[config.mk]
export PLATFORM = sky130hd
export DESIGN_NAME = space_packet_frame_decoder_top_flat
export DESIGN_NICKNAME = d
export VERILOG_FILES = /design/src/design/spfd_pkg.sv /design/src/design/spfd_if.sv /design/src/design/space_packet_frame_decoder_top.sv /design/src/design/spfd_in_stage.sv /design/src/design/spfd_decode.sv /design/src/flat_wrapper.sv
export SDC_FILE = /design/constraint.sdc
export NUM_CORES = 1
export LEC_CHECK = 0
export ABC_AREA = 1
export BUFFER_PORTS_ARGS = -buffer_cell sky130_fd_sc_hd__buf_2
export CORE_ASPECT_RATIO = 0.5
export CORE_MARGIN = 3
export CORE_UTILIZATION = 60
export DETAILED_ROUTE_END_ITERATION = 6
export GPL_TIMING_DRIVEN = 0
export PLACE_DENSITY = 0.8
export SLEW_MARGIN = 20
export SYNTH_ARGS = -nofsm -noshare
export SYNTH_HDL_FRONTEND = slang
export SYNTH_SLANG_ARGS = --single-unit
[constraint.sdc]
create_clock -name clock -period 4.5 [get_ports clock]
set_input_delay 0.225 -clock clock [delete_from_list [all_inputs] [get_ports clock]]
set_output_delay 0.225 -clock clock [all_outputs]
set_load 0.005 [all_outputs]
[src/design/spfd_pkg.sv]
// spfd_pkg: shared types and constants of the space packet frame decoder
// no dependencies; imported by the top, spfd_in_stage and spfd_decode
package spfd_pkg;

   localparam int unsigned COUNT_W = 17;

   localparam logic [COUNT_W-1:0] HEADER_LEN = 17'd8;
   localparam logic [COUNT_W-1:0] MIN_FRAME  = 17'd11;
   localparam logic [COUNT_W-1:0] COUNT_MAX  = 17'h1FFFF;

   localparam logic KIND_PAYLOAD = 1'b0;
   localparam logic KIND_STATUS  = 1'b1;

   typedef enum logic [2:0] {
      ST_OK       = 3'd0,
      ST_SHORT    = 3'd1,
      ST_ID_ERR   = 3'd2,
      ST_LEN_ERR  = 3'd3,
      ST_SUM_ERR  = 3'd4
   } status_type;

   // one registered input byte handed from the input stage to the decoder
   typedef struct packed {
      logic       valid;
      logic [7:0] byte_in;
      logic       last;
   } beat_type;

endpackage

[src/design/spfd_if.sv]
// spfd_if: valid/ready channel interfaces for request, response and csr write
// no dependencies
interface spfd_req_if;
   logic       valid;
   logic       ready;
   logic [7:0] byte_in;
   logic       last;

   modport source (output valid, output byte_in, output last, input ready);
   modport sink   (input valid, input byte_in, input last, output ready);
endinterface

interface spfd_rsp_if;
   logic        valid;
   logic        ready;
   logic        kind;
   logic [7:0]  payload_byte;
   logic        end_of_run;
   logic [2:0]  status;
   logic [2:0]  version;
   logic        packet_type;
   logic        secondary_flag;
   logic [10:0] application_id;
   logic [1:0]  grouping;
   logic [13:0] sequence_count;
   logic [15:0] length_field;

   modport source (output valid, output kind, output payload_byte, output end_of_run,
                   output status, output version, output packet_type,
                   output secondary_flag, output application_id, output grouping,
                   output sequence_count, output length_field, input ready);
   modport sink   (input valid, input kind, input payload_byte, input end_of_run,
                   input status, input version, input packet_type,
                   input secondary_flag, input application_id, input grouping,
                   input sequence_count, input length_field, output ready);
endinterface

interface spfd_csr_if;
   logic        valid;
   logic        ready;
   logic [15:0] frame_identifier;

   modport source (output valid, output frame_identifier, input ready);
   modport sink   (input valid, input frame_identifier, output ready);
endinterface

[src/design/space_packet_frame_decoder_top.sv]
// space_packet_frame_decoder_top: byte-wise space packet deframer with checks
// depends on spfd_pkg, spfd_if, spfd_in_stage and spfd_decode
//
//   port     dir   contents
//   req_ch   sink  byte_in, last
//   rsp_ch   src   kind, payload_byte, end_of_run, status, header fields
//   csr_ch   sink  frame_identifier
//
// one byte per cycle unless rsp_ch stalls; results pass input and result registers
// the frame state update is a registered loop in the decode stage
// reset clears the frame state, the identifier and both valid flags
// a stalled response holds the decode stage; the input register takes one more byte
// and the request channel then stalls until the response moves
module space_packet_frame_decoder_top
   import spfd_pkg::*;
(
   input  logic       clock,
   input  logic       reset,
   spfd_req_if.sink   req_ch,
   spfd_rsp_if.source rsp_ch,
   spfd_csr_if.sink   csr_ch
);

   beat_type beat;
   logic     advance;

   spfd_in_stage u_in_stage (
      .clock   (clock),
      .reset   (reset),
      .req_ch  (req_ch),
      .advance (advance),
      .beat    (beat)
   );

   spfd_decode u_decode (
      .clock   (clock),
      .reset   (reset),
      .beat    (beat),
      .advance (advance),
      .rsp_ch  (rsp_ch),
      .csr_ch  (csr_ch)
   );

endmodule

[src/design/spfd_in_stage.sv]
// spfd_in_stage: input register of the decoder, one byte deep
// depends on spfd_pkg and spfd_req_if
module spfd_in_stage
   import spfd_pkg::*;
(
   input  logic      clock,
   input  logic      reset,
   spfd_req_if.sink  req_ch,
   input  logic      advance,
   output beat_type  beat
);

   logic       valid_ff;
   logic [7:0] byte_ff;
   logic       last_ff;

   assign req_ch.ready = !valid_ff || advance;

   always_ff @(posedge clock) begin
      if (reset) begin
         valid_ff <= 1'b0;
      end else if (req_ch.valid && req_ch.ready) begin
         valid_ff <= 1'b1;
      end else if (advance) begin
         valid_ff <= 1'b0;
      end
   end

   always_ff @(posedge clock) begin
      if (req_ch.valid && req_ch.ready) begin
         byte_ff <= req_ch.byte_in;
         last_ff <= req_ch.last;
      end
   end

   assign beat.valid   = valid_ff;
   assign beat.byte_in = byte_ff;
   assign beat.last    = last_ff;

endmodule

[src/design/spfd_decode.sv]
// spfd_decode: frame state, header parse, checks and the result register
// depends on spfd_pkg, spfd_rsp_if and spfd_csr_if
module spfd_decode
   import spfd_pkg::*;
(
   input  logic      clock,
   input  logic      reset,
   input  beat_type  beat,
   output logic      advance,
   spfd_rsp_if.source rsp_ch,
   spfd_csr_if.sink   csr_ch
);

   logic [15:0]        frame_id_ff;
   logic [COUNT_W-1:0] count_ff, count_in;
   logic [63:0]        header_ff, header_in;
   logic [15:0]        sum_ff, sum_in;
   logic [15:0]        trail_ff, trail_in;

   logic               rsp_valid_ff, rsp_valid_in;
   logic               kind_ff, kind_in;
   logic [7:0]         pbyte_ff, pbyte_in;
   status_type         status_ff, status_in;
   logic [63:0]        rhdr_ff, rhdr_in;

   logic               is_header;
   logic               is_payload;
   logic [COUNT_W-1:0] payload_end;
   logic               step;

   assign csr_ch.ready = 1'b1;
   assign advance      = !rsp_valid_ff || rsp_ch.ready;
   assign step         = advance && beat.valid;

   always_comb begin
      is_header   = count_ff < HEADER_LEN;
      payload_end = HEADER_LEN + {1'b0, header_ff[15:0]};
      is_payload  = !is_header && (count_ff != COUNT_MAX) && (count_ff <= payload_end);

      header_in = is_header ? {header_ff[55:0], beat.byte_in} : header_ff;
      trail_in  = is_header ? trail_ff : {trail_ff[7:0], beat.byte_in};
      sum_in    = (is_header || is_payload) ? sum_ff + {8'd0, beat.byte_in} : sum_ff;
      count_in  = (count_ff == COUNT_MAX) ? count_ff : count_ff + 17'd1;

      if (count_in < MIN_FRAME) begin
         status_in = ST_SHORT;
      end else if (header_in[63:48] != frame_id_ff) begin
         status_in = ST_ID_ERR;
      end else if (count_in != {1'b0, header_in[15:0]} + MIN_FRAME) begin
         status_in = ST_LEN_ERR;
      end else if (sum_in != trail_in) begin
         status_in = ST_SUM_ERR;
      end else begin
         status_in = ST_OK;
      end
   end

   always_comb begin
      rsp_valid_in = 1'b0;
      kind_in      = KIND_PAYLOAD;
      pbyte_in     = 8'd0;
      rhdr_in      = 64'd0;
      if (beat.last) begin
         rsp_valid_in = 1'b1;
         kind_in      = KIND_STATUS;
         rhdr_in      = header_in;
      end else if (is_payload) begin
         rsp_valid_in = 1'b1;
         pbyte_in     = beat.byte_in;
      end
   end

   always_ff @(posedge clock) begin
      if (reset) begin
         frame_id_ff <= 16'd0;
      end else if (csr_ch.valid && csr_ch.ready) begin
         frame_id_ff <= csr_ch.frame_identifier;
      end
   end

   // frame state, cleared again after the closing byte
   always_ff @(posedge clock) begin
      if (reset) begin
         count_ff  <= '0;
         header_ff <= 64'd0;
         sum_ff    <= 16'd0;
         trail_ff  <= 16'd0;
      end else if (step) begin
         if (beat.last) begin
            count_ff  <= '0;
            header_ff <= 64'd0;
            sum_ff    <= 16'd0;
            trail_ff  <= 16'd0;
         end else begin
            count_ff  <= count_in;
            header_ff <= header_in;
            sum_ff    <= sum_in;
            trail_ff  <= trail_in;
         end
      end
   end

   always_ff @(posedge clock) begin
      if (reset) begin
         rsp_valid_ff <= 1'b0;
      end else if (advance) begin
         rsp_valid_ff <= beat.valid && rsp_valid_in;
      end
   end

   always_ff @(posedge clock) begin
      if (step) begin
         kind_ff   <= kind_in;
         pbyte_ff  <= pbyte_in;
         status_ff <= beat.last ? status_in : ST_OK;
         rhdr_ff   <= rhdr_in;
      end
   end

   assign rsp_ch.valid          = rsp_valid_ff;
   assign rsp_ch.kind           = kind_ff;
   assign rsp_ch.payload_byte   = pbyte_ff;
   assign rsp_ch.end_of_run     = kind_ff;
   assign rsp_ch.status         = status_ff;
   assign rsp_ch.version        = rhdr_ff[47:45];
   assign rsp_ch.packet_type    = rhdr_ff[44];
   assign rsp_ch.secondary_flag = rhdr_ff[43];
   assign rsp_ch.application_id = rhdr_ff[42:32];
   assign rsp_ch.grouping       = rhdr_ff[31:30];
   assign rsp_ch.sequence_count = rhdr_ff[29:16];
   assign rsp_ch.length_field   = rhdr_ff[15:0];

   a_clear_after_last: assert property (@(posedge clock) disable iff (reset)
      (step && beat.last) |=> (count_ff == '0 && sum_ff == 16'd0 && trail_ff == 16'd0))
      else $error("frame state not cleared after closing byte");

   a_count_grows: assert property (@(posedge clock) disable iff (reset)
      (step && !beat.last) |=> (count_ff != '0 && count_ff >= $past(count_ff)))
      else $error("byte count went backwards mid-frame");

   a_header_silent: assert property (@(posedge clock) disable iff (reset)
      (step && !beat.last && count_ff < HEADER_LEN) |=> !rsp_valid_ff)
      else $error("header byte produced a result");

   a_payload_clean: assert property (@(posedge clock) disable iff (reset)
      (rsp_valid_ff && kind_ff == KIND_PAYLOAD) |-> (status_ff == ST_OK && rhdr_ff == 64'd0))
      else $error("payload result carries status fields");

endmodule
[src/flat_wrapper.sv]
// flat-port wrapper written by rule: the top's interface ports become plain ports
module space_packet_frame_decoder_top_flat import spfd_pkg::*;
  (clock, reset, req_ch_valid, req_ch_byte_in, req_ch_last, req_ch_ready, rsp_ch_valid, rsp_ch_kind, rsp_ch_payload_byte, rsp_ch_end_of_run, rsp_ch_status, rsp_ch_version, rsp_ch_packet_type, rsp_ch_secondary_flag, rsp_ch_application_id, rsp_ch_grouping, rsp_ch_sequence_count, rsp_ch_length_field, rsp_ch_ready, csr_ch_valid, csr_ch_frame_identifier, csr_ch_ready);
  spfd_req_if req_ch_i ();
  spfd_rsp_if rsp_ch_i ();
  spfd_csr_if csr_ch_i ();
  input  logic clock;
  input  logic reset;
  input wire logic [$bits(req_ch_i.valid)-1:0] req_ch_valid;
  input wire logic [$bits(req_ch_i.byte_in)-1:0] req_ch_byte_in;
  input wire logic [$bits(req_ch_i.last)-1:0] req_ch_last;
  output wire logic [$bits(req_ch_i.ready)-1:0] req_ch_ready;
  output wire logic [$bits(rsp_ch_i.valid)-1:0] rsp_ch_valid;
  output wire logic [$bits(rsp_ch_i.kind)-1:0] rsp_ch_kind;
  output wire logic [$bits(rsp_ch_i.payload_byte)-1:0] rsp_ch_payload_byte;
  output wire logic [$bits(rsp_ch_i.end_of_run)-1:0] rsp_ch_end_of_run;
  output wire logic [$bits(rsp_ch_i.status)-1:0] rsp_ch_status;
  output wire logic [$bits(rsp_ch_i.version)-1:0] rsp_ch_version;
  output wire logic [$bits(rsp_ch_i.packet_type)-1:0] rsp_ch_packet_type;
  output wire logic [$bits(rsp_ch_i.secondary_flag)-1:0] rsp_ch_secondary_flag;
  output wire logic [$bits(rsp_ch_i.application_id)-1:0] rsp_ch_application_id;
  output wire logic [$bits(rsp_ch_i.grouping)-1:0] rsp_ch_grouping;
  output wire logic [$bits(rsp_ch_i.sequence_count)-1:0] rsp_ch_sequence_count;
  output wire logic [$bits(rsp_ch_i.length_field)-1:0] rsp_ch_length_field;
  input wire logic [$bits(rsp_ch_i.ready)-1:0] rsp_ch_ready;
  input wire logic [$bits(csr_ch_i.valid)-1:0] csr_ch_valid;
  input wire logic [$bits(csr_ch_i.frame_identifier)-1:0] csr_ch_frame_identifier;
  output wire logic [$bits(csr_ch_i.ready)-1:0] csr_ch_ready;
  assign req_ch_i.valid = req_ch_valid;
  assign req_ch_i.byte_in = req_ch_byte_in;
  assign req_ch_i.last = req_ch_last;
  assign req_ch_ready = req_ch_i.ready;
  assign rsp_ch_valid = rsp_ch_i.valid;
  assign rsp_ch_kind = rsp_ch_i.kind;
  assign rsp_ch_payload_byte = rsp_ch_i.payload_byte;
  assign rsp_ch_end_of_run = rsp_ch_i.end_of_run;
  assign rsp_ch_status = rsp_ch_i.status;
  assign rsp_ch_version = rsp_ch_i.version;
  assign rsp_ch_packet_type = rsp_ch_i.packet_type;
  assign rsp_ch_secondary_flag = rsp_ch_i.secondary_flag;
  assign rsp_ch_application_id = rsp_ch_i.application_id;
  assign rsp_ch_grouping = rsp_ch_i.grouping;
  assign rsp_ch_sequence_count = rsp_ch_i.sequence_count;
  assign rsp_ch_length_field = rsp_ch_i.length_field;
  assign rsp_ch_i.ready = rsp_ch_ready;
  assign csr_ch_i.valid = csr_ch_valid;
  assign csr_ch_i.frame_identifier = csr_ch_frame_identifier;
  assign csr_ch_ready = csr_ch_i.ready;
  space_packet_frame_decoder_top u_core (.clock(clock), .reset(reset), .req_ch(req_ch_i), .rsp_ch(rsp_ch_i), .csr_ch(csr_ch_i));
endmodule
# Word level (Yosys, flattened, before mapping)
# Index checks and enable logic that the tools add are counted.
[word_totals]
ff_bits = 200
input_bits = 30
out_inout_bits = 64
[classes]
n_addsub = 4
n_lt_le_gt_ge = 3
eq_ne = 5
muxes = 17
bitwise_logic = 2
n_reduce_logical = 15
[ops]
columns = ["op", "count"]
rows = [
  ["two-way mux 64 bit", 2],
  ["two-way mux 16 bit", 4],
  ["< comparator 17 x 4 -> 1 bit (second input constant)", 2],
  ["two-way mux 17 bit", 2],
  ["inequality test 16 bit", 2],
  ["adder 16 x 4 -> 17 bit (second input constant)", 1],
  ["adder 17 x 1 -> 17 bit (second input constant)", 1],
  ["adder 4 x 16 -> 17 bit (first input constant)", 1],
  ["equality test 17 bit (second input constant)", 1],
  ["less-or-equal comparator 17 bit", 1],
  ["inequality test 17 bit", 1],
  ["inequality test 17 bit (second input constant)", 1],
  ["adder 16 x 8 -> 16 bit", 1],
  ["two-way mux 1 bit", 6],
  ["logical AND 1 bit", 5],
  ["two-way mux 2 bit", 2],
  ["OR reduction 2 bit", 2],
  ["OR reduction 4 bit", 1],
  ["logical NOT 1 bit", 3],
  ["logical OR 1 bit", 3],
  ["two-way mux 3 bit", 1],
  ["NOT 1 bit", 2],
  ["nonzero test 2 bit", 1],
]

# Logic depth before layout (Yosys ltp)
[depth]
word_depth = 11
depth_mapped = 29
ltp_nobuf = 28

# Hierarchy
# Synthesis repeated with hierarchy kept, for this count alone.
[hier_totals]
cells_unflattened = 1609
hier_area_um2 = 11312.1
[by_module_without_submodules]
columns = ["mod", "n_inst", "cells_each", "area_each_um2"]
rows = [
  ["spfd_decode", 1, 1592, 10979.3],
  ["spfd_in_stage", 1, 17, 332.8],
]

# Worst setup path before layout
# Ideal clock, no wire load.
[synth_path]
path_type = "register -> register"
from = "register u_core.u_decode.header_ff[3]"
to = "register u_core.u_decode.status_ff[2], in the netlist u_core.u_decode.rsp_ch.status[2], data pin"
setup_time_ns = 0.253
arrival_time_ns = 3.118
required_time_ns = 4.247
slack_ns = 1.129
stages_incl_launch_ff = 23
cell_sequence = "dfxtp_1 inv_1 nor3_1 nand3_1 nor4_1 nand3_1 ha_1 nand2_1 nor3_1 nand3b_1 nand3_1 nand2_1 nand2_1 nand2_1 buf_2 o21ai_0 nand2_1 nand2_1 nand2_1 nor2_1 nand2_1 nor2_1 nor2_1"
[synth_via]
elab_chain_len = 7
elab_cells_between_ends = 11
classes_between = "add/sub: 2; order compare: 1; eq/ne: 2; mux: 3; reduce/logical: 3"
[synth_lines]
columns = ["element", "line_no", "text"]
rows = [
  ["start: declaration", "spfd_decode.sv:16", "logic [63:0] header_ff, header_in;"],
  ["start signal: assignment", "spfd_decode.sv:96", "header_ff <= header_in;"],
  ["adder 4 x 16 -> 17 bit", "spfd_decode.sv:37", "payload_end = HEADER_LEN + {1'b0, header_ff[15:0]};"],
  ["less-or-equal comparator 17 bit", "spfd_decode.sv:38", "is_payload = !is_header && (count_ff != COUNT_MAX) && (count_ff <= payload_end);"],
  ["logical AND 1 bit", "spfd_decode.sv:38", ""],
  ["logical OR 1 bit", "spfd_decode.sv:42", "sum_in = (is_header || is_payload) ? sum_ff + {8'd0, beat.byte_in} : sum_ff;"],
  ["two-way mux 16 bit", "spfd_decode.sv:42", ""],
  ["inequality test 16 bit", "spfd_decode.sv:51", "end else if (sum_in != trail_in) begin"],
  ["two-way mux 3 bit", "spfd_decode.sv:51", ""],
  ["end signal: assignment", "spfd_decode.sv:115", "status_ff <= beat.last ? status_in : ST_OK;"],
  ["end: declaration", "spfd_decode.sv:23", "status_type status_ff, status_in;"],
]
# Parallel ways exist; a longest one is shown, timed or not.
# A chain may end at the register's enable or synchronous reset.

# Worst setup path after layout
[layout_path]
from = "register u_core.u_decode.header_ff[4]"
to = "register u_core.u_decode.status_ff[2], in the netlist u_core.u_decode.rsp_ch.status[2], data pin"
# The elaborated chain is that of the path after synthesis.

==> impl_metrics.env <==
export IMPL_fin_ws_ns=0.274
export IMPL_place_gp_congestion=0.996
export IMPL_failed_checks="design-rule violations"
export IMPL_synth_nets=1695
export IMPL_fmaxAchievable_ghz=0.237
export IMPL_drc_errors=4
export IMPL_cts_tree="yes"
export IMPL_n_fill_cell=1579
export IMPL_instances_no_fill=2027
export IMPL_die_area_um2=21000
export IMPL_period_share=0.939
export IMPL_worst_setup_path_start_kind="register"
export IMPL_min_period_ns=4.23
export IMPL_die_w_um=202
export IMPL_p_per_area_nw_per_um2=293
export IMPL_yosysUniqueCellTypes=44
export IMPL_final_common_cell="nand2_1"
export IMPL_fin_util=0.700
export IMPL_pwr_share_clk=0.402
export IMPL_placedCellCount=1987
export IMPL_grt_pass1_wl_um=55600
export IMPL_wl_met3_um=3580
export IMPL_synthCells=1636
export IMPL_antenna_cells=0
export IMPL_start_util=0.618
export IMPL_cp_num_buf_inv=2
export IMPL_ys_flop_type="dfxtp_1"
export IMPL_skew_ns=0.0140
export IMPL_finalMaxSlewViolations=0
export IMPL_cp_depth=25
export IMPL_grt_start_max_net_pins=42
export IMPL_synth_edf_count=69
export IMPL_path_max_fanout=10
export IMPL_relSlewSlack=0.401
export IMPL_cp_slowest_stage_delay_ns=0.44
export IMPL_reg2reg_depth=25
export IMPL_syn_to_final_growth_pct=13.2
export IMPL_highest_layer="met4"
export IMPL_status="complete, but fails checks"
export IMPL_dpl_hpwl_um=26600
export IMPL_tightestPinTransition_ns=0.898
export IMPL_worstPathArrival_ns=4.43
export IMPL_fin_nets=1814
export IMPL_cp_top_family="simple AND/OR/NAND/NOR gates"
export IMPL_wl_um=35000
export IMPL_critical_path_class="register to register"
export IMPL_cts_root_buf="clkbuf_16"
export IMPL_vias=11400
export IMPL_power_leakage_nw=5.31
export IMPL_cpMostUsedCell="nand2_1"
export IMPL_clk_pin_slew_ns=0.08
export IMPL_coreArea_um2=18600
export IMPL_grt_pass1_vias=10500
export IMPL_drive_gt1_frac=0.120
export IMPL_hold_viol_final=0
export IMPL_crit_path_top_delay_cell="dfxtp_2"
export IMPL_peakVddDrop_mv=0.260
export IMPL_port_buffers=91
export IMPL_clk_path_buf_depth=2
export IMPL_htreeDepth=4
export IMPL_synth_area_um2=11500
export IMPL_internal_power_mw=2.76
export IMPL_drt_initial_drc_count=1062
export IMPL_postSynthAreaPerCell_um2=7.03
export IMPL_p_sw_mw=1.05
export IMPL_overflow=0
export IMPL_cap_viol_max_count=0
export IMPL_clk_insertion_delay_late_ns=0.44
export IMPL_fp_row_count=35
export IMPL_finalSetupTns_ns=0
export IMPL_multi_input_area_um2=5790
export IMPL_wl_per_cell_um=17.3
export IMPL_final_cell_mix="nand2_1, inv_1, nor2_1"
export IMPL_async_flop_share=0
export IMPL_ys_seq_area_frac=0.408
export IMPL_whs_path_depth=3
export IMPL_setup_violations=0
export IMPL_seq_area_um2=4700
export IMPL_p_seq_frac=0.506
export IMPL_synth_warnings=0
export IMPL_met1Wirelength_um=15300
export IMPL_tritoncts_num_buffers=17
export IMPL_antenna_found_initial=0
export IMPL_power_switching_share=0.276
export IMPL_wl_met2_um=15400
export IMPL_cp_end_kind="register"
export IMPL_place_ws_ns=-0.317
export IMPL_track_usage=0.333
export IMPL_io_pins=94
export IMPL_cp_required_ns=4.70
export IMPL_comb_power_share=0.091
export IMPL_die_h_um=104
export IMPL_finalPower_mw=3.82
export IMPL_hold_class="input port to register"
export IMPL_drt_pass1_iterations=7
export IMPL_post_cts_buffers=0
export IMPL_synth_seq_cells=200
export IMPL_antenna_left=0
export IMPL_clock_sink_count=200
export IMPL_viasPerCell=5.61
tightest hold or removal path, delay by kind of cell:
family / cells / cell delay [ns]
AOI/OAI and AO/OA: 1 / 0.06
and+or+nand+nor: 1 / 0.05
buffers and inverters: 1 / 0.10
sequential cells by signal, summed over array words and instances (netlist names):
signal                               flops
u_core.u_decode.count_ff                17
u_core.u_in_stage.byte_ff                8
u_core.u_in_stage.valid_ff               1
u_core.u_decode.rhdr_ff                 48
u_core.u_decode.sum_ff                  16
u_core.u_decode.rsp_ch.payload_byte      8
u_core.u_decode.rsp_ch.status            3
u_core.u_decode.trail_ff                16
u_core.u_decode.frame_id_ff             16
u_core.u_decode.header_ff               64
u_core.u_decode.rsp_ch.valid             1
u_core.u_decode.rsp_ch.end_of_run        1
u_core.u_in_stage.last_ff                1
synth_stat cells (2+ instances only):
library cell	n	area, µm²
nor4_1	3	18.8
a211oi_1	7	52.6
o211ai_1	2	15.0
mux2_1	2	22.5
o22ai_1	32	200
dfxtp_1	131	2620
nand3b_1	15	113
o21ai_1	10	50.1
or2_2	8	50.1
buf_6	6	67.6
inv_2	7	26.3
a21oi_1	120	601
xnor2_1	6	52.6
nor2_2	7	43.8
nor3_1	12	60.1
buf_1	5	18.8
xor2_1	43	377
nor2_4	2	22.5
nand4_1	14	87.6
nand2_4	5	56.3
o21bai_1	2	15.0
mux2_2	4	45.0
nand2_1	483	1810
nand3_2	5	50.1
buf_2	10	50.1
nor2_1	180	676
buf_4	4	30.0
edfxtp_1	69	2070
inv_1	182	683
ha_1	28	350
o21ai_0	54	270
nand2_2	18	113
nand3_1	100	500
clkbuf_1	50	188
layer usage:
layer  track usage  up-vias
met2         0.518      567
met1         0.474     5239
met3        0.0669       69
met5             0        -
li1              -     5504
met4        0.0950        0
power groups by stage:
stage,clock network [mW],registers [mW],logic [mW]
2_1_floorplan,0,1.97,0.211
3_3_place_gp,0,1.97,0.324
3_5_place_dp,0,1.97,0.332
4_1_cts,1.54,1.93,0.342
5_1_grt,1.62,1.94,0.383
6_report,1.54,1.93,0.349
layout make-up:
| type | instances | share of cell area |
|---|---|---|
| clock inverter | 14 | 0.0115 |
| clock buffer | 18 | 0.0329 |
| sequential | 200 | 0.361 |
| tap | 259 | 0.0249 |
| inverter | 190 | 0.0547 |
| buffer | 74 | 0.0274 |
| multi-input combinational | 1171 | 0.445 |
| timing repair buffer | 101 | 0.0434 |
kinds of logic after synthesis:
group | after synthesis | synth area share
AOI/OAI and AO/OA | 231 | 0.107
xor gates and xnor gates | 49 | 0.0373
adders and majority gates | 29 | 0.0322
buffers and inverters | 265 | 0.0928
DFF | 200 | 0.408
muxes | 7 | 0.00718
other | 1 | 0.000326
and+or+nand+nor | 854 | 0.315
metrics by stage:
stage	cell area, µm²	hold WS (ns)
CTS	13000	0.0244
global route	13000	0.0234
finish	13000	0.0270
floorplan	11500	0.324
global placement	12300	0.402
detailed placement	12300	0.403
path summary, 6_finish.rpt:
check	from	end	slack, ns
max	u_core.u_decode.header_ff[4]$_SDFFE_PP0P_	u_core.u_decode.rsp_ch.status[2]$_SDFFCE_PP0P_	0.27
min	csr_ch_frame_identifier[15]	u_core.u_decode.frame_id_ff[15]$_SDFFE_PP0P_	0.03
max reg2reg	u_core.u_decode.header_ff[4]$_SDFFE_PP0P_	u_core.u_decode.rsp_ch.status[2]$_SDFFCE_PP0P_	0.27
min reg2reg	u_core.u_decode.header_ff[61]$_SDFFE_PP0P_	u_core.u_decode.header_ff[61]$_SDFFE_PP0P_	0.47
what timing repair did:
action / CTS / global route
cloned: 0 / 0
endpoints found under the hold margin: 9 / 0
setup endpoints to repair: 1 / 1
hold buffers: 9 / 0
gates resized for setup: 4 / 9
pin swaps: 0 / 1
No activity file was read; power rests on OpenSTA's default activity.
